## config.mk

```make
export PLATFORM = sky130hd
export DESIGN_NAME = adpcm_4bit_encoder_unit_flat
export DESIGN_NICKNAME = d
export VERILOG_FILES = /design/src/rtl/core/adpcm4_pkg.sv /design/src/rtl/core/adpcm4_ifs.sv /design/src/rtl/core/adpcm_4bit_encoder_unit.sv /design/src/rtl/core/adpcm4_div.sv /design/src/rtl/core/adpcm4_mul.sv /design/src/flat_wrapper.sv
export SDC_FILE = /design/constraint.sdc
export NUM_CORES = 1
export LEC_CHECK = 0
export ABC_CLOCK_PERIOD_IN_PS = 7600
export BUFFER_PORTS_ARGS = -buffer_cell sky130_fd_sc_hd__buf_2
export CAP_MARGIN = 15
export CORE_AREA = 2 2 154 156
export DETAILED_ROUTE_END_ITERATION = 16
export DIE_AREA = 0 0 156 158
export PLACE_DENSITY = 0.92
export SYNTH_ARGS = -nofsm -noshare
export SYNTH_HDL_FRONTEND = slang
export SYNTH_SLANG_ARGS = --single-unit
```

## constraint.sdc

```tcl
create_clock -name i_clk -period 7.6 [get_ports i_clk]
set_input_delay 1.52 -clock i_clk [delete_from_list [all_inputs] [get_ports i_clk]]
set_output_delay 1.52 -clock i_clk [all_outputs]
set_load 0.02 [all_outputs]
```

## src/rtl/core/adpcm4_pkg.sv

```systemverilog
`default_nettype none
package adpcm4_pkg;

    localparam int unsigned SAMPLE_W = 16;
    localparam int unsigned STEP_W   = 15;
    localparam int unsigned SCALE_W  = 10;
    localparam int unsigned PROD_W   = STEP_W + SCALE_W;
    localparam int unsigned DIVW     = SAMPLE_W + 3;

    localparam logic [STEP_W-1:0] STEP_RST = 15'd127;
    localparam logic [STEP_W-1:0] STEP_MIN = 15'd127;
    localparam logic [STEP_W-1:0] STEP_MAX = 15'd24576;

    typedef struct packed {
        logic       done;
        logic       neg;
        logic [2:0] mag;
    } t_div_res;

    typedef struct packed {
        logic              done;
        logic [PROD_W-1:0] prod;
    } t_mul_res;

    function automatic logic [SCALE_W-1:0] scale_of(input logic [2:0] mag);
        logic [SCALE_W-1:0] s;
        unique case (mag)
            3'd4:    s = 10'h133;
            3'd5:    s = 10'h199;
            3'd6:    s = 10'h200;
            3'd7:    s = 10'h266;
            default: s = 10'h0e6;
        endcase
        return s;
    endfunction

endpackage
`default_nettype wire

```

## src/rtl/core/adpcm4_ifs.sv

```systemverilog
`default_nettype none
interface adpcm4_in_if;
    logic                valid;
    logic                ready;
    logic signed [15:0]  sample_first;
    logic signed [15:0]  sample_second;
    logic                end_of_stream;

    modport source (output valid, sample_first, sample_second, end_of_stream, input ready);
    modport sink   (input valid, sample_first, sample_second, end_of_stream, output ready);
endinterface

interface adpcm4_out_if;
    logic       valid;
    logic       ready;
    logic [7:0] code_byte;
    logic       last_byte;

    modport source (output valid, code_byte, last_byte, input ready);
    modport sink   (input valid, code_byte, last_byte, output ready);
endinterface
`default_nettype wire

```

## src/rtl/core/adpcm_4bit_encoder_unit.sv

```systemverilog
// One word (two samples) is coded at a time; a new word is taken only in idle,
// after both samples have passed the serial divider (5 steps) and the
// radix-4 multipliers (5 digits).
// A finished byte waits in the output register while the next word is taken.
// Reset (synchronous, active low): predictor 0, step 127, output empty.
`default_nettype none
module adpcm_4bit_encoder_unit
    import adpcm4_pkg::*;
(
    input  wire logic     i_clk,
    input  wire logic     i_rst_n,
    adpcm4_in_if.sink     i_in,
    adpcm4_out_if.source  o_out
);

    typedef enum logic [2:0] {
        S_IDLE,
        S_DIV,
        S_MUL,
        S_UPD,
        S_FIN
    } t_state;

    t_state                     r_state;
    logic                       r_half;
    logic signed [SAMPLE_W-1:0] r_s1;
    logic signed [SAMPLE_W-1:0] r_s2;
    logic                       r_last;
    logic signed [SAMPLE_W-1:0] r_pred;
    logic [STEP_W-1:0]          r_step;
    logic [2:0]                 r_mag;
    logic                       r_neg;
    logic [7:0]                 r_code;
    logic                       r_div_start;
    logic                       r_mul_start;
    logic                       r_out_valid;
    logic [7:0]                 r_out_code;
    logic                       r_out_last;

    t_div_res                   w_div;
    t_mul_res                   w_mul_s;
    t_mul_res                   w_mul_d;
    logic signed [SAMPLE_W-1:0] w_cur;
    logic signed [SAMPLE_W:0]   w_diff;
    logic signed [SAMPLE_W+1:0] w_delta;
    logic signed [SAMPLE_W+1:0] w_psum;
    logic signed [SAMPLE_W-1:0] w_pnew;
    logic [STEP_W+1:0]          w_sraw;
    logic [STEP_W-1:0]          w_snew;

    assign w_cur  = r_half ? r_s2 : r_s1;
    assign w_diff = {w_cur[SAMPLE_W-1], w_cur} - {r_pred[SAMPLE_W-1], r_pred};

    adpcm4_div u_div (
        .i_clk   (i_clk),
        .i_rst_n (i_rst_n),
        .i_start (r_div_start),
        .i_diff  (w_diff),
        .i_step  (r_step),
        .o_res   (w_div)
    );

    adpcm4_mul u_mul_scale (
        .i_clk   (i_clk),
        .i_rst_n (i_rst_n),
        .i_start (r_mul_start),
        .i_a     (r_step),
        .i_b     (scale_of(r_mag)),
        .o_res   (w_mul_s)
    );

    adpcm4_mul u_mul_delta (
        .i_clk   (i_clk),
        .i_rst_n (i_rst_n),
        .i_start (r_mul_start),
        .i_a     (r_step),
        .i_b     ({6'b000000, r_mag, 1'b1}),
        .o_res   (w_mul_d)
    );

    // predictor: add signed delta, clamp to 16 bits
    assign w_delta = {2'b00, w_mul_d.prod[SAMPLE_W+2:3]};
    assign w_psum  = {{2{r_pred[SAMPLE_W-1]}}, r_pred} + (r_neg ? -w_delta : w_delta);

    always_comb begin
        priority if (w_psum < -18'sd32768) begin
            w_pnew = 16'sh8000;
        end else if (w_psum > 18'sd32767) begin
            w_pnew = 16'sh7fff;
        end else begin
            w_pnew = w_psum[SAMPLE_W-1:0];
        end
    end

    // step: product >> 8, clamp
    assign w_sraw = w_mul_s.prod[PROD_W-1:8];

    always_comb begin
        priority if (w_sraw < {2'b00, STEP_MIN}) begin
            w_snew = STEP_MIN;
        end else if (w_sraw > {2'b00, STEP_MAX}) begin
            w_snew = STEP_MAX;
        end else begin
            w_snew = w_sraw[STEP_W-1:0];
        end
    end

    always_ff @(posedge i_clk) begin
        if (!i_rst_n) begin
            r_state     <= S_IDLE;
            r_half      <= 1'b0;
            r_pred      <= '0;
            r_step      <= STEP_RST;
            r_div_start <= 1'b0;
            r_mul_start <= 1'b0;
            r_out_valid <= 1'b0;
        end else begin
            r_div_start <= 1'b0;
            r_mul_start <= 1'b0;
            if (r_out_valid && o_out.ready) begin
                r_out_valid <= 1'b0;
            end
            unique case (r_state)
                S_IDLE: begin
                    if (i_in.valid) begin
                        r_s1        <= i_in.sample_first;
                        r_s2        <= i_in.sample_second;
                        r_last      <= i_in.end_of_stream;
                        r_half      <= 1'b0;
                        r_div_start <= 1'b1;
                        r_state     <= S_DIV;
                    end
                end
                S_DIV: begin
                    if (w_div.done) begin
                        r_mag       <= w_div.mag;
                        r_neg       <= w_div.neg;
                        r_mul_start <= 1'b1;
                        r_state     <= S_MUL;
                    end
                end
                S_MUL: begin
                    if (w_mul_s.done) begin
                        r_state <= S_UPD;
                    end
                end
                S_UPD: begin
                    r_pred <= w_pnew;
                    r_step <= w_snew;
                    if (r_half) begin
                        r_code[7:4] <= {r_neg, r_mag};
                        r_state     <= S_FIN;
                    end else begin
                        r_code[3:0] <= {r_neg, r_mag};
                        r_half      <= 1'b1;
                        r_div_start <= 1'b1;
                        r_state     <= S_DIV;
                    end
                end
                S_FIN: begin
                    if (!r_out_valid || o_out.ready) begin
                        r_out_valid <= 1'b1;
                        r_out_code  <= r_code;
                        r_out_last  <= r_last;
                        if (r_last) begin
                            r_pred <= '0;
                            r_step <= STEP_RST;
                        end
                        r_state <= S_IDLE;
                    end
                end
                default: r_state <= S_IDLE;
            endcase
        end
    end

    assign i_in.ready      = (r_state == S_IDLE);
    assign o_out.valid     = r_out_valid;
    assign o_out.code_byte = r_out_code;
    assign o_out.last_byte = r_out_last;

    a_step_range: assert property (@(posedge i_clk) disable iff (!i_rst_n)
        (r_step >= STEP_MIN) && (r_step <= STEP_MAX))
        else $error("step out of range");

    a_div_mul_excl: assert property (@(posedge i_clk) disable iff (!i_rst_n)
        !(w_div.done && w_mul_s.done))
        else $error("divider and multiplier finished together");

    a_div_done_state: assert property (@(posedge i_clk) disable iff (!i_rst_n)
        w_div.done |-> (r_state == S_DIV))
        else $error("divider result outside divide phase");

    a_mul_pair: assert property (@(posedge i_clk) disable iff (!i_rst_n)
        w_mul_s.done == w_mul_d.done)
        else $error("multipliers out of step");

endmodule
`default_nettype wire

```

## src/rtl/core/adpcm4_div.sv

```systemverilog
`default_nettype none
module adpcm4_div
    import adpcm4_pkg::*;
(
    input  wire logic                  i_clk,
    input  wire logic                  i_rst_n,
    input  wire logic                  i_start,
    input  wire logic signed [SAMPLE_W:0] i_diff,
    input  wire logic [STEP_W-1:0]     i_step,
    output t_div_res                   o_res
);

    logic              r_busy;
    logic              r_done;
    logic [2:0]        r_cnt;
    logic [DIVW-1:0]   r_rem;
    logic [DIVW-1:0]   r_dvs;
    logic [3:0]        r_q;
    logic              r_sat;
    logic              r_neg;

    logic [SAMPLE_W:0] w_abs;
    logic              w_ge;

    assign w_abs = i_diff[SAMPLE_W] ? (~i_diff + 1'b1) : i_diff;
    assign w_ge  = (r_rem >= r_dvs);

    always_ff @(posedge i_clk) begin
        if (!i_rst_n) begin
            r_busy <= 1'b0;
            r_done <= 1'b0;
        end else begin
            r_done <= 1'b0;
            if (i_start) begin
                r_busy <= 1'b1;
            end else if (r_busy && r_cnt == 3'd0) begin
                r_busy <= 1'b0;
                r_done <= 1'b1;
            end
        end
    end

    // saturation test against 16*step, then one quotient bit a cycle
    always_ff @(posedge i_clk) begin
        if (i_start) begin
            r_rem <= {w_abs[SAMPLE_W-1:0], 3'b000};
            r_dvs <= {i_step, 4'b0000};
            r_cnt <= 3'd4;
            r_q   <= 4'd0;
            r_sat <= 1'b0;
            r_neg <= i_diff[SAMPLE_W];
        end else if (r_busy) begin
            if (r_cnt == 3'd4) begin
                r_sat <= w_ge;
            end else begin
                if (w_ge) begin
                    r_rem <= r_rem - r_dvs;
                end
                r_q <= {r_q[2:0], w_ge};
            end
            r_dvs <= r_dvs >> 1;
            if (r_cnt != 3'd0) begin
                r_cnt <= r_cnt - 3'd1;
            end
        end
    end

    assign o_res.done = r_done;
    assign o_res.mag  = r_sat ? 3'd7 : r_q[3:1];
    assign o_res.neg  = r_neg && (r_sat || r_q != 4'd0);

endmodule
`default_nettype wire

```

## src/rtl/core/adpcm4_mul.sv

```systemverilog
`default_nettype none
module adpcm4_mul
    import adpcm4_pkg::*;
(
    input  wire logic               i_clk,
    input  wire logic               i_rst_n,
    input  wire logic               i_start,
    input  wire logic [STEP_W-1:0]  i_a,
    input  wire logic [SCALE_W-1:0] i_b,
    output t_mul_res                o_res
);

    logic               r_busy;
    logic               r_done;
    logic [2:0]         r_cnt;
    logic [STEP_W-1:0]  r_a;
    logic [SCALE_W-1:0] r_b;
    logic [PROD_W-1:0]  r_acc;

    logic [1:0]         w_dig;
    logic [STEP_W+1:0]  w_pp;

    // radix-4, most significant digit first
    assign w_dig = r_b[SCALE_W-1 -: 2];
    assign w_pp  = ({2'b00, r_a} & {(STEP_W+2){w_dig[0]}})
                 + ({1'b0, r_a, 1'b0} & {(STEP_W+2){w_dig[1]}});

    always_ff @(posedge i_clk) begin
        if (!i_rst_n) begin
            r_busy <= 1'b0;
            r_done <= 1'b0;
        end else begin
            r_done <= 1'b0;
            if (i_start) begin
                r_busy <= 1'b1;
            end else if (r_busy && r_cnt == 3'd0) begin
                r_busy <= 1'b0;
                r_done <= 1'b1;
            end
        end
    end

    always_ff @(posedge i_clk) begin
        if (i_start) begin
            r_a   <= i_a;
            r_b   <= i_b;
            r_acc <= '0;
            r_cnt <= 3'd4;
        end else if (r_busy) begin
            r_acc <= {r_acc[PROD_W-3:0], 2'b00} + PROD_W'(w_pp);
            r_b   <= {r_b[SCALE_W-3:0], 2'b00};
            if (r_cnt != 3'd0) begin
                r_cnt <= r_cnt - 3'd1;
            end
        end
    end

    assign o_res.done = r_done;
    assign o_res.prod = r_acc;

endmodule
`default_nettype wire

```

## src/flat_wrapper.sv

```systemverilog
// flat-port wrapper written by rule: the top's interface ports become plain ports
module adpcm_4bit_encoder_unit_flat import adpcm4_pkg::*;
  (i_clk, i_rst_n, i_in_valid, i_in_sample_first, i_in_sample_second, i_in_end_of_stream, i_in_ready, o_out_valid, o_out_code_byte, o_out_last_byte, o_out_ready);
  adpcm4_in_if i_in_i ();
  adpcm4_out_if o_out_i ();
  input  wire logic i_clk;
  input  wire logic i_rst_n;
  input wire logic [$bits(i_in_i.valid)-1:0] i_in_valid;
  input wire logic [$bits(i_in_i.sample_first)-1:0] i_in_sample_first;
  input wire logic [$bits(i_in_i.sample_second)-1:0] i_in_sample_second;
  input wire logic [$bits(i_in_i.end_of_stream)-1:0] i_in_end_of_stream;
  output wire logic [$bits(i_in_i.ready)-1:0] i_in_ready;
  output wire logic [$bits(o_out_i.valid)-1:0] o_out_valid;
  output wire logic [$bits(o_out_i.code_byte)-1:0] o_out_code_byte;
  output wire logic [$bits(o_out_i.last_byte)-1:0] o_out_last_byte;
  input wire logic [$bits(o_out_i.ready)-1:0] o_out_ready;
  assign i_in_i.valid = i_in_valid;
  assign i_in_i.sample_first = i_in_sample_first;
  assign i_in_i.sample_second = i_in_sample_second;
  assign i_in_i.end_of_stream = i_in_end_of_stream;
  assign i_in_ready = i_in_i.ready;
  assign o_out_valid = o_out_i.valid;
  assign o_out_code_byte = o_out_i.code_byte;
  assign o_out_last_byte = o_out_i.last_byte;
  assign o_out_i.ready = o_out_ready;
  adpcm_4bit_encoder_unit u_core (.i_clk(i_clk), .i_rst_n(i_rst_n), .i_in(i_in_i), .o_out(o_out_i));
endmodule
```

==> results of run 1 <==
metal layers:
layer  vias up  routed length (µm)  global-route usage (%)  part of all wire (%)
li1       5674                   -                       -                     -
met1      5634               13700                    33.5                    40
met2       522               16800                    49.2                    49
met3       112                2440                    3.61                   7.1
met4         0                1400                    11.4                   4.1
met5         -                   0                       0                     0
final cells by class:
| class | instances | area [µm²] | area share (%) |
|---|---|---|---|
| clock inverters | 11 | 113 | 0.707 |
| flip-flops and latches | 229 | 5730 | 35.9 |
| inverters | 89 | 334 | 2.10 |
| repair buffers | 57 | 310 | 1.95 |
| multi-input cells | 1178 | 8370 | 52.6 |
| clock buffers | 34 | 711 | 4.46 |
| well taps | 290 | 363 | 2.28 |
registers in the layout, indices dropped and copies added (netlist names), 16 cells and up:
register	count
u_core.r_pred	16
u_core.u_div.r_rem	19
u_core.r_s1	16
u_core.r_s2	16
u_core.u_div.r_dvs	19
u_core.u_mul_delta.r_acc	19
u_core.u_mul_scale.r_acc	25
stage by stage:
step,utilization [%],hold slack (ns),power (W),instances
after floorplan,-,0.400,0.00221,1548
after global placement,65.5,0.404,0.00235,1843
after detailed placement,65.5,0.410,0.00240,1843
after CTS,69.1,0.432,0.00362,1888
after global routing,69.1,0.435,0.00379,1888
final,69.1,0.430,0.00363,1888
final timing paths:
path | to | cells after the start | from
setup / recovery | u_core.u_mul_scale.r_acc[17] | 16 | u_core.u_mul_scale.r_b[8]
hold / removal | u_core.o_out.code_byte[4] | 0 | u_core.r_code[4]
setup reg to reg | u_core.u_mul_scale.r_acc[17] | 16 | u_core.u_mul_scale.r_b[8]
hold reg to reg | u_core.o_out.code_byte[4] | 0 | u_core.r_code[4]
where the power goes:
| group | internal (W) | leakage (nW) | switching, W |
|---|---|---|---|
| clock | 0.000722 | 0.400 | 0.000489 |
| combinational | 0.000366 | 4.09 | 0.000493 |
| sequential | 0.00142 | 2.00 | 0.000136 |
cell families (layout without fill, tap and decap cells):
family                     after synthesis  count (layout)  synth area share (%)
buffers and inverters                  141             191                  3.74
xor gates and xnor gates               126             126                  7.67
DFF                                    229             229                  39.1
and+or+nand+nor                        465             465                  15.6
adders and majority gates              125             125                  11.0
muxes                                   49              49                  3.56
AOI/OAI and AO/OA                      413             413                  19.2
synth_stat cells, types with 26 or more instances:
master,n
a21o_1,34
a21oi_1,115
a22o_1,28
and2_1,64
clkbuf_1,41
dfxtp_1,115
edfxtp_1,114
ha_1,118
inv_1,86
mux2i_1,33
nand2_1,94
nand3_1,26
nor2_1,146
nor3_1,27
o21ai_1,42
xnor2_1,95
xor2_1,30
==> summary.md, run 1 <==
| Metric | Value |
|---|---|
| Status | `completed` |
| Initial core utilization | `between 60% and 70%` |
| Post-CTS setup buffer count | `0` |
| Fin Clk Skew | `0.0110 ns` |
| # diodes | `0` |
| Fillers | `about 1500` |
| Number of buffers on the longest clock path | `3` |
| RSZ-0062 raised after global routing | `false` |
| GRT Resource Usage Total | `27.5%` |
| DIE HEIGHT | `about 160 µm` |
| DRT iter0 DRCs | `between 1000 and 1500` |
| Yosys cell types | `approximately 80` |
| Layout cells sized above 1 | `a little under a tenth` |
| I/O Buffers | `47` |
| CTS H-Tree Depth | `1` |
| Gr ovfl total | `0` |
| WS Path Type | `flip-flop to flip-flop` |
| Worst slew margin | `approximately a quarter` |
| Number of flops mapped to enable cells by yosys | `~110` |
| Die W | `~160 µm` |
| Highest-delay cell along the critical path | `o31ai_1` |
| Synth Warn # | `0` |
| Hold_buf cts | `0` |
| Critical Path, Cell by Cell | `and2_1 -> ha_1 -> a21o_1 -> a21oi_1 -> nor2b_1 -> o21a_1 -> o41ai_1 -> o21bai_1 -> o211a_1 -> o31a_1 -> ha_1 -> nand3_1 -> o31ai_1 -> a31oi_1 -> mux2i_1 -> a311o_1` |
| Antenna violations before repair | `0` |
| Number of global-route vias before repair | `approximately 11000` |
| Final wirelength | `between 30 and 40 mm` |
| Final period utilization | `approximately 65%` |
| Setup violations, final | `0` |
| Share of the synthesized area in the top cell type | `23.4%` |
| Post_cts resized | `0` |
| CTS clk-pin slew, worst paths | `0.06 ns` |
| Pins Over Slew Limit | `0` |
| Top FF cell, synth | `dfxtp_1` |
| Worst slack at placement | `~2.7 ns` |
| Clock latency on the worst-skew pair | `0.52 ns` |
| Mean routed wirelength per cell | `~18 µm` |
| GPL Wtd Cong | `0.924` |
| Vias post-DR | `11942` |
| Pleak | `roughly 6.5 nW` |
| Flop2flop setup slack | `around 2.7 ns` |
| Max FO, Critical Path | `15` |
| Slew @ Worst Pin | `between 1 and 1.5 ns` |
| Critical path arrival | `around 5.3 ns` |
| CTS Sinks | `about 230` |
| Crit-path most repeated cell | `ha_1` |
| First-pass GRT wire length | `around 55 mm` |
| I/O pins | `between 40 and 50` |
| Fin nets | `around 1700` |
| Synth area leader | `edfxtp_1` |
| Die area | `roughly 25000 µm²` |
| Placed Area | `between 15000 and 20000 µm²` |
| Maximum clock frequency | `approximately 200 MHz` |
| Detail Route Antenna Nets | `0` |
| Syn Nets | `around 1700` |
| Leading cell type in the layout, fill and taps excluded | `nor2_1` |
| Peak supply drop | `0.183 mV` |
| Post-DP HPWL | `approximately 24 mm` |
| Startpoint types | `flip-flop` |
| Area contributors post-synth | `edfxtp_1, dfxtp_1, ha_1` |
| P per Cell Area | `~230 nW/µm²` |
| Row cnt | `56` |
| Syn Inst Count | `roughly 1500` |
| Core Area | `23100 µm²` |
| Min-delay worst type | `flip-flop to flip-flop` |
| Register bit total from synthesis | `between 200 and 250` |
| Share of flip-flops with an asynchronous set or reset | `0%` |
| Top Family by Delay on Critical Path | `compound AO/OA/AOI/OAI gates` |
| Setup_tns | `0 ns` |
| Synth-to-layout area growth | `8.80%` |
| Crit-path max cell delay | `~0.66 ns` |
| Vias per cell | `~6.3` |
| CP Capture Type | `flip-flop` |
| Fin. Hold Viols | `0` |
| Root Buffer | `clkbuf_16` |
| Commonest non-fill, non-tap cells in the layout | `nor2_1, ha_1, a21oi_1` |
| Period minus WS final | `between 4 and 5 ns` |
| Post-Syn Area | `roughly 15000 µm²` |
| Max cap viols | `0` |
| Pin count of the biggest net entering global routing | `between 70 and 80` |
| CTS tree | `done` |
| Design Area, Final | `roughly 16000 µm²` |
| Sum of buffers and inverters on the critical path | `0` |
| DRC | `0` |
| Final setup margin | `~2.7 ns` |
| Mean Syn Cell Area | `around 9.5 µm²` |
| CP required | `around 8 ns` |
| Register area share after synthesis | `39.1%` |
| DR pass1 iterations | `6` |
| CTS buffer count | `25` |
No activity file was read; power rests on OpenSTA's default activity.
==> run 2: changes to the inputs <==
--- a/config.mk
+++ b/config.mk
@@ -5,13 +5,13 @@
 export SDC_FILE = /design/constraint.sdc
 export NUM_CORES = 1
 export LEC_CHECK = 0
-export ABC_CLOCK_PERIOD_IN_PS = 7600
+export ABC_CLOCK_PERIOD_IN_PS = 4780
 export BUFFER_PORTS_ARGS = -buffer_cell sky130_fd_sc_hd__buf_2
 export CAP_MARGIN = 15
-export CORE_AREA = 2 2 154 156
+export CORE_AREA = 2 2 156 158
 export DETAILED_ROUTE_END_ITERATION = 16
-export DIE_AREA = 0 0 156 158
-export PLACE_DENSITY = 0.92
+export DIE_AREA = 0 0 158 160
+export PLACE_DENSITY = 0.9
 export SYNTH_ARGS = -nofsm -noshare
 export SYNTH_HDL_FRONTEND = slang
 export SYNTH_SLANG_ARGS = --single-unit
==> constraint.sdc (replaced) <==
create_clock -name i_clk -period 4.78 [get_ports i_clk]
set_input_delay 0.956 -clock i_clk [delete_from_list [all_inputs] [get_ports i_clk]]
set_output_delay 0.956 -clock i_clk [all_outputs]
set_load 0.02 [all_outputs]
==> run 2 against run 1 <==
Net effect: critical path depth up 3; combinational power up 59%; power up 58%; design area up 0.90%; sequential power up 58%; highest routed layer unchanged; sequential share of layout area down 0.30 points.
==> summary.md, run 2 (synthesis results as in run 1) <==
| Metric | Value |
|---|---|
| Detail Route Antenna Nets | `0 (unchanged)` |
| Number of global-route vias before repair | `11825 (+3.1%)` |
| Leading cell type in the layout, fill and taps excluded | `nor2_1` |
| Synth-to-layout area growth | `9.78%` |
| DR pass1 iterations | `6 (unchanged)` |
| I/O pins | `48 (unchanged)` |
| Register with the most flip-flops | `u_core.u_mul_scale.r_acc` |
| Placed Area | `15200 µm² (+0.58%)` |
| CTS clk-pin slew, worst paths | `0.06 ns (about the same)` |
| Row cnt | `57 (+1.8%)` |
| Initial core utilization | `61.5% (-2.0 points)` |
| Peak supply drop | `0.343 mV (+87%)` |
| Pins Over Slew Limit | `0 (unchanged)` |
| P per Cell Area | `357 nW/µm² (+57%)` |
| WS Path Type | `flip-flop to flip-flop` |
| Die area | `25300 µm² (+2.6%)` |
| Die W | `158 µm (+1.3%)` |
| Startpoint types | `flip-flop` |
| Hold WS | `0.422 ns (-0.00800 ns)` |
| Max FFs per register | `25 (unchanged)` |
| Max FO, Critical Path | `6 (-9)` |
| Post-DP HPWL | `25.0 mm (+2.6%)` |
| Root Buffer | `clkbuf_16` |
| Design Area, Final | `16100 µm² (+0.90%)` |
| Reg area | `5730 µm² (about the same)` |
| DIE HEIGHT | `160 µm (+1.3%)` |
| Mean routed wirelength per cell | `18.0 µm (-1.1%)` |
| First-pass GRT wire length | `56.3 mm (+2.1%)` |
| Maximum clock frequency | `219 MHz (+7.9%)` |
| Period minus WS final | `4.57 ns (-0.362 ns)` |
| CP required | `5.20 ns (-2.80 ns)` |
| CTS tree | `done` |
| Status | `completed` |
| Antenna violations before repair | `0 (unchanged)` |
| Total design power | `0.00573 W (+58%)` |
| Min-delay worst type | `flip-flop to flip-flop` |
| Clock latency on the worst-skew pair | `0.52 ns (about the same)` |
| Vias post-DR | `12103 (+1.3%)` |
| CTS H-Tree Depth | `1 (unchanged)` |
| I/O Buffers | `47 (unchanged)` |
| Final wirelength | `34.8 mm (+1.3%)` |
| Commonest non-fill, non-tap cells in the layout | `nor2_1, ha_1, edfxtp_1` |
| CTS Sinks | `229 (unchanged)` |
| Setup violations, final | `0 (unchanged)` |
| Fin. Hold Viols | `0 (unchanged)` |
| Fin nets | `1754 (+0.69%)` |
| Core Area | `23800 µm² (+3.3%)` |
| Critical path arrival | `4.99 ns (-0.35 ns)` |
| Worst slew margin | `37.9% (+13 points)` |
| Fin Clk Skew | `0.0136 ns (+0.00260 ns)` |
| Slew @ Worst Pin | `0.931 ns (-0.191 ns)` |
| DRC | `0 (unchanged)` |
| Max cap viols | `0 (unchanged)` |
| Hold_buf cts | `0 (unchanged)` |
| # diodes | `0 (unchanged)` |
| Pin count of the biggest net entering global routing | `42 (-45%)` |
| Area occupied by multi-input gates | `8400 µm² (+0.34%)` |
| Vias per cell | `6.26 (-1.1%)` |
| Pleak | `6.53 nW (+0.67%)` |
| Final period utilization | `95.7% (+31 points)` |
| CTS buffer count | `24 (-4.0%)` |
| Number of buffers on the longest clock path | `3 (unchanged)` |
| DRT iter0 DRCs | `1019 (-7.4%)` |
| Setup_tns | `0 ns (unchanged)` |
| CP Capture Type | `flip-flop` |
| GRT Resource Usage Total | `27.1% (-0.43 points)` |
| GPL Wtd Cong | `0.924 (unchanged)` |
| Gr ovfl total | `0 (unchanged)` |
| Fillers | `1679 (+9.5%)` |
| Layout cells sized above 1 | `10.2% (+0.86 points)` |
-- run 2: cell count changes in the layout (fill, tap and decap cells not counted), moves of 2 or more --
| cell | change |
|---|---|
| a21oi_2 | +3 |
| a21oi_1 | -3 |
| buf_4 | +13 |
| clkinv_2 | -2 |
| clkbuf_1 | +3 |
-- run 2: final cells by class --
type | instances | share of cell area (%)
clock buffers | 37 | 4.42
clock inverters | 7 | 0.522
inverters | 89 | 2.08
multi-input cells | 1178 | 52.3
flip-flops and latches | 229 | 35.7
well taps | 324 | 2.52
repair buffers | 70 | 2.54
-- run 2: report_power, final --
part	switching [W]	internal, W
sequential	0.000219	0.00226
clock	0.000758	0.00113
combinational	0.000780	0.000592
total	0.00176	0.00397
-- run 2: final timing paths --
check                                          startpoint                            to  slack [ns]  cells past startpoint
worst max-delay path            u_core.u_mul_scale.r_b[8]  u_core.u_mul_scale.r_acc[21]        0.21                     19
worst min-delay path                     u_core.r_code[5]     u_core.o_out.code_byte[5]        0.42                      0
worst max register to register  u_core.u_mul_scale.r_b[8]  u_core.u_mul_scale.r_acc[21]        0.21                     19
worst min register to register           u_core.r_code[5]     u_core.o_out.code_byte[5]        0.42                      0
-- run 2: through the flow --
stage | worst slack, ns | instances | utilization [%]
2_1_floorplan | 0.473 | 1548 | -
3_3_place_gp | 0.288 | 1883 | 63.8
3_5_place_dp | 0.112 | 1883 | 63.8
4_1_cts | 0.0849 | 1927 | 67.1
5_1_grt | -0.0350 | 1934 | 67.5
6_report | 0.207 | 1934 | 67.5
-- run 2: per-layer routing --
layer  global-route usage, %  vias up  wire length (µm)
met5                       0        -                 0
met4                    9.75        0              1180
met3                    3.72      111              2450
met2                    47.2      501             17300
met1                    34.1     5776             13800
li1                        -     5715                 -
-- run 2: critical path, stage by stage, from the launching register on --
cell	delay, ns
edfxtp_1	0.49
buf_4	0.20
and2_1	0.18
ha_1	0.31
a21o_1	0.15
a21oi_1	0.22
nor2b_1	0.08
o21a_1	0.18
o41ai_1	0.27
buf_4	0.19
o21bai_1	0.11
o211a_1	0.25
o31a_1	0.25
ha_1	0.36
nand3_1	0.14
o31ai_1	0.39
buf_4	0.21
a21oi_1	0.07
xor2_1	0.15
a211oi_1	0.28
-- run 2: timing repair --
action                                  in CTS  in global routing
gates resized for setup                      0                  9
buffers inserted                             0                  7
endpoints found under the setup margin       0                 14
==> run 3: changes to the inputs <==
--- a/config.mk
+++ b/config.mk
@@ -12,6 +12,7 @@
 export DETAILED_ROUTE_END_ITERATION = 16
 export DIE_AREA = 0 0 158 160
 export PLACE_DENSITY = 0.9
+export RECOVER_POWER = 25
 export SYNTH_ARGS = -nofsm -noshare
 export SYNTH_HDL_FRONTEND = slang
 export SYNTH_SLANG_ARGS = --single-unit
==> run 3 against run 2 <==
Net effect: the flow now finishes with violations (capacitance limit, slew limit); flip-flop and latch count unchanged; design area about the same; clock-buffer cell count unchanged; cell count unchanged; routed wire length about the same; setup slack worse by 0.015 ns; non-clock buffer count unchanged; largest cell class unchanged.
==> summary.md, run 3 (synthesis results as in run 1) <==
| Metric | Value |
|---|---|
| Sum of buffers and inverters on the critical path | `3 (unchanged)` |
| DR pass1 iterations | `6 (unchanged)` |
| Peak supply drop | `0.343 mV (about the same)` |
| Die area | `25300 µm² (unchanged)` |
| Die W | `158 µm (unchanged)` |
| First-pass GRT wire length | `56.3 mm (unchanged)` |
| Number of buffers on the longest clock path | `3 (unchanged)` |
| Vias per cell | `6.25 (-0.13%)` |
| Max FFs per register | `25 (unchanged)` |
| Layout cells sized above 1 | `9.94% (-0.25 points)` |
| HP Start | `u_core.r_code[5]` |
| CTS buffer count | `24 (unchanged)` |
| Max cap viols | `1 (+1)` |
| Worst slew margin | `-40.3% (-78 points)` |
| Worst hold path depth | `0 (unchanged)` |
| Status | `finished, violations left` |
| Commonest non-fill, non-tap cells in the layout | `nor2_1, ha_1, edfxtp_1` |
| Worst slack at placement | `0.112 ns (unchanged)` |
| Initial core utilization | `61.5% (unchanged)` |
| Setup violations, final | `0 (unchanged)` |
| Critical Path, Cell by Cell | `buf_4 -> and2_1 -> ha_1 -> a21o_1 -> a21oi_1 -> nor2b_1 -> o21a_1 -> o41ai_1 -> buf_4 -> o21bai_1 -> o211a_1 -> o31a_1 -> ha_1 -> nand3_1 -> o31ai_1 -> buf_4 -> a21oi_1 -> xor2_1 -> a211oi_1` |
| CTS clk-pin slew, worst paths | `0.06 ns (about the same)` |
| Number of global-route vias before repair | `11825 (unchanged)` |
| Slew @ Worst Pin | `2.10 ns (+1.17 ns)` |
| Hold_buf cts | `0 (unchanged)` |
| Row cnt | `57 (unchanged)` |
| Pleak | `6.52 nW (-0.14%)` |
| Detail Route Antenna Nets | `0 (unchanged)` |
| DIE HEIGHT | `160 µm (unchanged)` |
| Critical path arrival | `5.01 ns (+0.02 ns)` |
| Antenna violations before repair | `0 (unchanged)` |
| DRT iter0 DRCs | `1000 (-1.9%)` |
| Top Family by Delay on Critical Path | `compound AO/OA/AOI/OAI gates` |
| Max FO, Critical Path | `6 (unchanged)` |
| Placed Instances | `1883 (unchanged)` |
| Worst flop-to-flop path startpoint | `u_core.u_mul_scale.r_b[8]` |
| Gr ovfl total | `0 (unchanged)` |
| Highest-delay cell along the critical path | `edfxtp_1` |
| WS Path Type | `flip-flop to flip-flop` |
| Clock share of power | `32.9% (about the same)` |
| Total design power | `0.00573 W (about the same)` |
| Reg-to-Reg End | `u_core.u_mul_scale.r_acc[21]` |
| Pins Over Slew Limit | `34 (+34)` |
| CP required | `5.20 ns (about the same)` |
| Clock latency on the worst-skew pair | `0.52 ns (about the same)` |
| I/O pins | `48 (unchanged)` |
| Final wirelength | `34.8 mm (about the same)` |
| Internal power | `0.00397 W (about the same)` |
| CP Capture Type | `flip-flop` |
| CTS Sinks | `229 (unchanged)` |
| CTS H-Tree Depth | `1 (unchanged)` |
| Failing checks | `capacitance limit, slew limit` |
| CTS tree | `done` |
| Mean routed wirelength per cell | `18.0 µm (about the same)` |
| Min-delay worst type | `flip-flop to flip-flop` |
| Flop2flop setup slack | `0.19 ns (-0.02 ns)` |
| Synth-to-layout area growth | `9.72% (about the same)` |
| Fillers | `1684 (+0.30%)` |
| GRT Resource Usage Total | `27.1% (unchanged)` |
| Fin Clk Skew | `0.0140 ns (+0.000321 ns)` |
| I/O Buffers | `47 (unchanged)` |
| Root Buffer | `clkbuf_16` |
| Crit-path most repeated cell | `buf_4` |
| Hold EP | `u_core.o_out.code_byte[5]` |
| Crit-path max cell delay | `0.49 ns (about the same)` |
| Crit path launch | `u_core.u_mul_scale.r_b[8]` |
| Pin count of the biggest net entering global routing | `42 (unchanged)` |
| Final period utilization | `96.0% (+0.32 points)` |
| GPL Wtd Cong | `0.924 (unchanged)` |
| Psw | `0.00176 W (+0.17%)` |
| DRC | `0 (unchanged)` |
| Register with the most flip-flops | `u_core.u_mul_scale.r_acc` |
| Post-DP HPWL | `25.0 mm (unchanged)` |
| Maximum clock frequency | `218 MHz (-0.33%)` |
| Fin. Hold Viols | `0 (unchanged)` |
| Post-Layout Cell Count | `1934 (unchanged)` |
| Period minus WS final | `4.59 ns (+0.0151 ns)` |
| Final setup margin | `0.192 ns (-0.0151 ns)` |
| Core Area | `23800 µm² (unchanged)` |
| Comb pwr share | `24.0% (about the same)` |
| Reg2reg path depth | `19 (unchanged)` |
| Vias post-DR | `12087 (-0.13%)` |
| Leading cell type in the layout, fill and taps excluded | `nor2_1` |
| # diodes | `0 (unchanged)` |
| Fin util | `67.4% (about the same)` |
| P per Cell Area | `357 nW/µm² (about the same)` |
| Startpoint types | `flip-flop` |
| Seq pwr share | `43.2% (about the same)` |
| Sw Share | `30.7% (+0.039 points)` |
| Fin nets | `1754 (unchanged)` |
[run 3: cell count changes in the layout (fill, tap and decap cells not counted)]
cell,before,now
buf_2,47,45
buf_4,23,22
clkbuf_1,8,11
nor2_1,144,145
nor2_2,2,1
[run 3: worst max-delay path by stage]
stage,slack [ns],to,cells after the start
final,0.19,u_core.u_mul_scale.r_acc[21],19
after global routing,-0.04,u_core.u_mul_scale.r_acc[23],19
after CTS,0.08,u_core.u_mul_delta.r_acc[18],19
after detailed placement,0.11,u_core.u_mul_delta.r_acc[18],19
after global placement,0.29,u_core.u_mul_delta.r_acc[18],20
after floorplan,0.47,u_core.u_mul_delta.r_acc[18],21
[run 3: per-stage QoR]
step / instance area [µm²] / TNS (ns) / hold WS, ns
2_1_floorplan: 14600 / 0 / 0.400
5_1_grt: 16100 / -0.0506 / 0.436
4_1_cts: 16000 / 0 / 0.420
3_5_place_dp: 15200 / 0 / 0.406
3_3_place_gp: 15200 / 0 / 0.409
6_report: 16100 / 0 / 0.422
[run 3: power by group through the flow]
stage / clock, W / combinational (W) / sequential (W)
after global routing: 0.00197 / 0.00153 / 0.00249
after floorplan: 0 / 0.00110 / 0.00241
after CTS: 0.00190 / 0.00135 / 0.00246
after detailed placement: 0 / 0.00133 / 0.00250
final: 0.00189 / 0.00137 / 0.00248
after global placement: 0 / 0.00127 / 0.00249
[run 3: area by class of cell]
| type | count | area [µm²] | area share (%) |
|---|---|---|---|
| Tap cell | 324 | 405 | 2.52 |
| Timing Repair Buffer | 70 | 402 | 2.50 |
| Inverter | 89 | 334 | 2.08 |
| Clock buffer | 37 | 711 | 4.42 |
| Clock inverter | 7 | 83.8 | 0.522 |
| Multi-Input combinational cell | 1178 | 8400 | 52.3 |
| Sequential cell | 229 | 5730 | 35.7 |
[run 3: what timing repair did]
action | 4_1_cts | 5_1_grt
gates resized for setup | 0 | 9
buffers inserted | 0 | 7
setup endpoints to repair | 0 | 14
[run 3: routing by layer]
metal | vias up | track usage [%] | routed length (µm)
met5 | - | 0 | 0
met3 | 107 | 3.72 | 2470
met1 | 5767 | 34.1 | 13800
met2 | 502 | 47.2 | 17400
li1 | 5711 | - | -
met4 | 0 | 9.75 | 1170
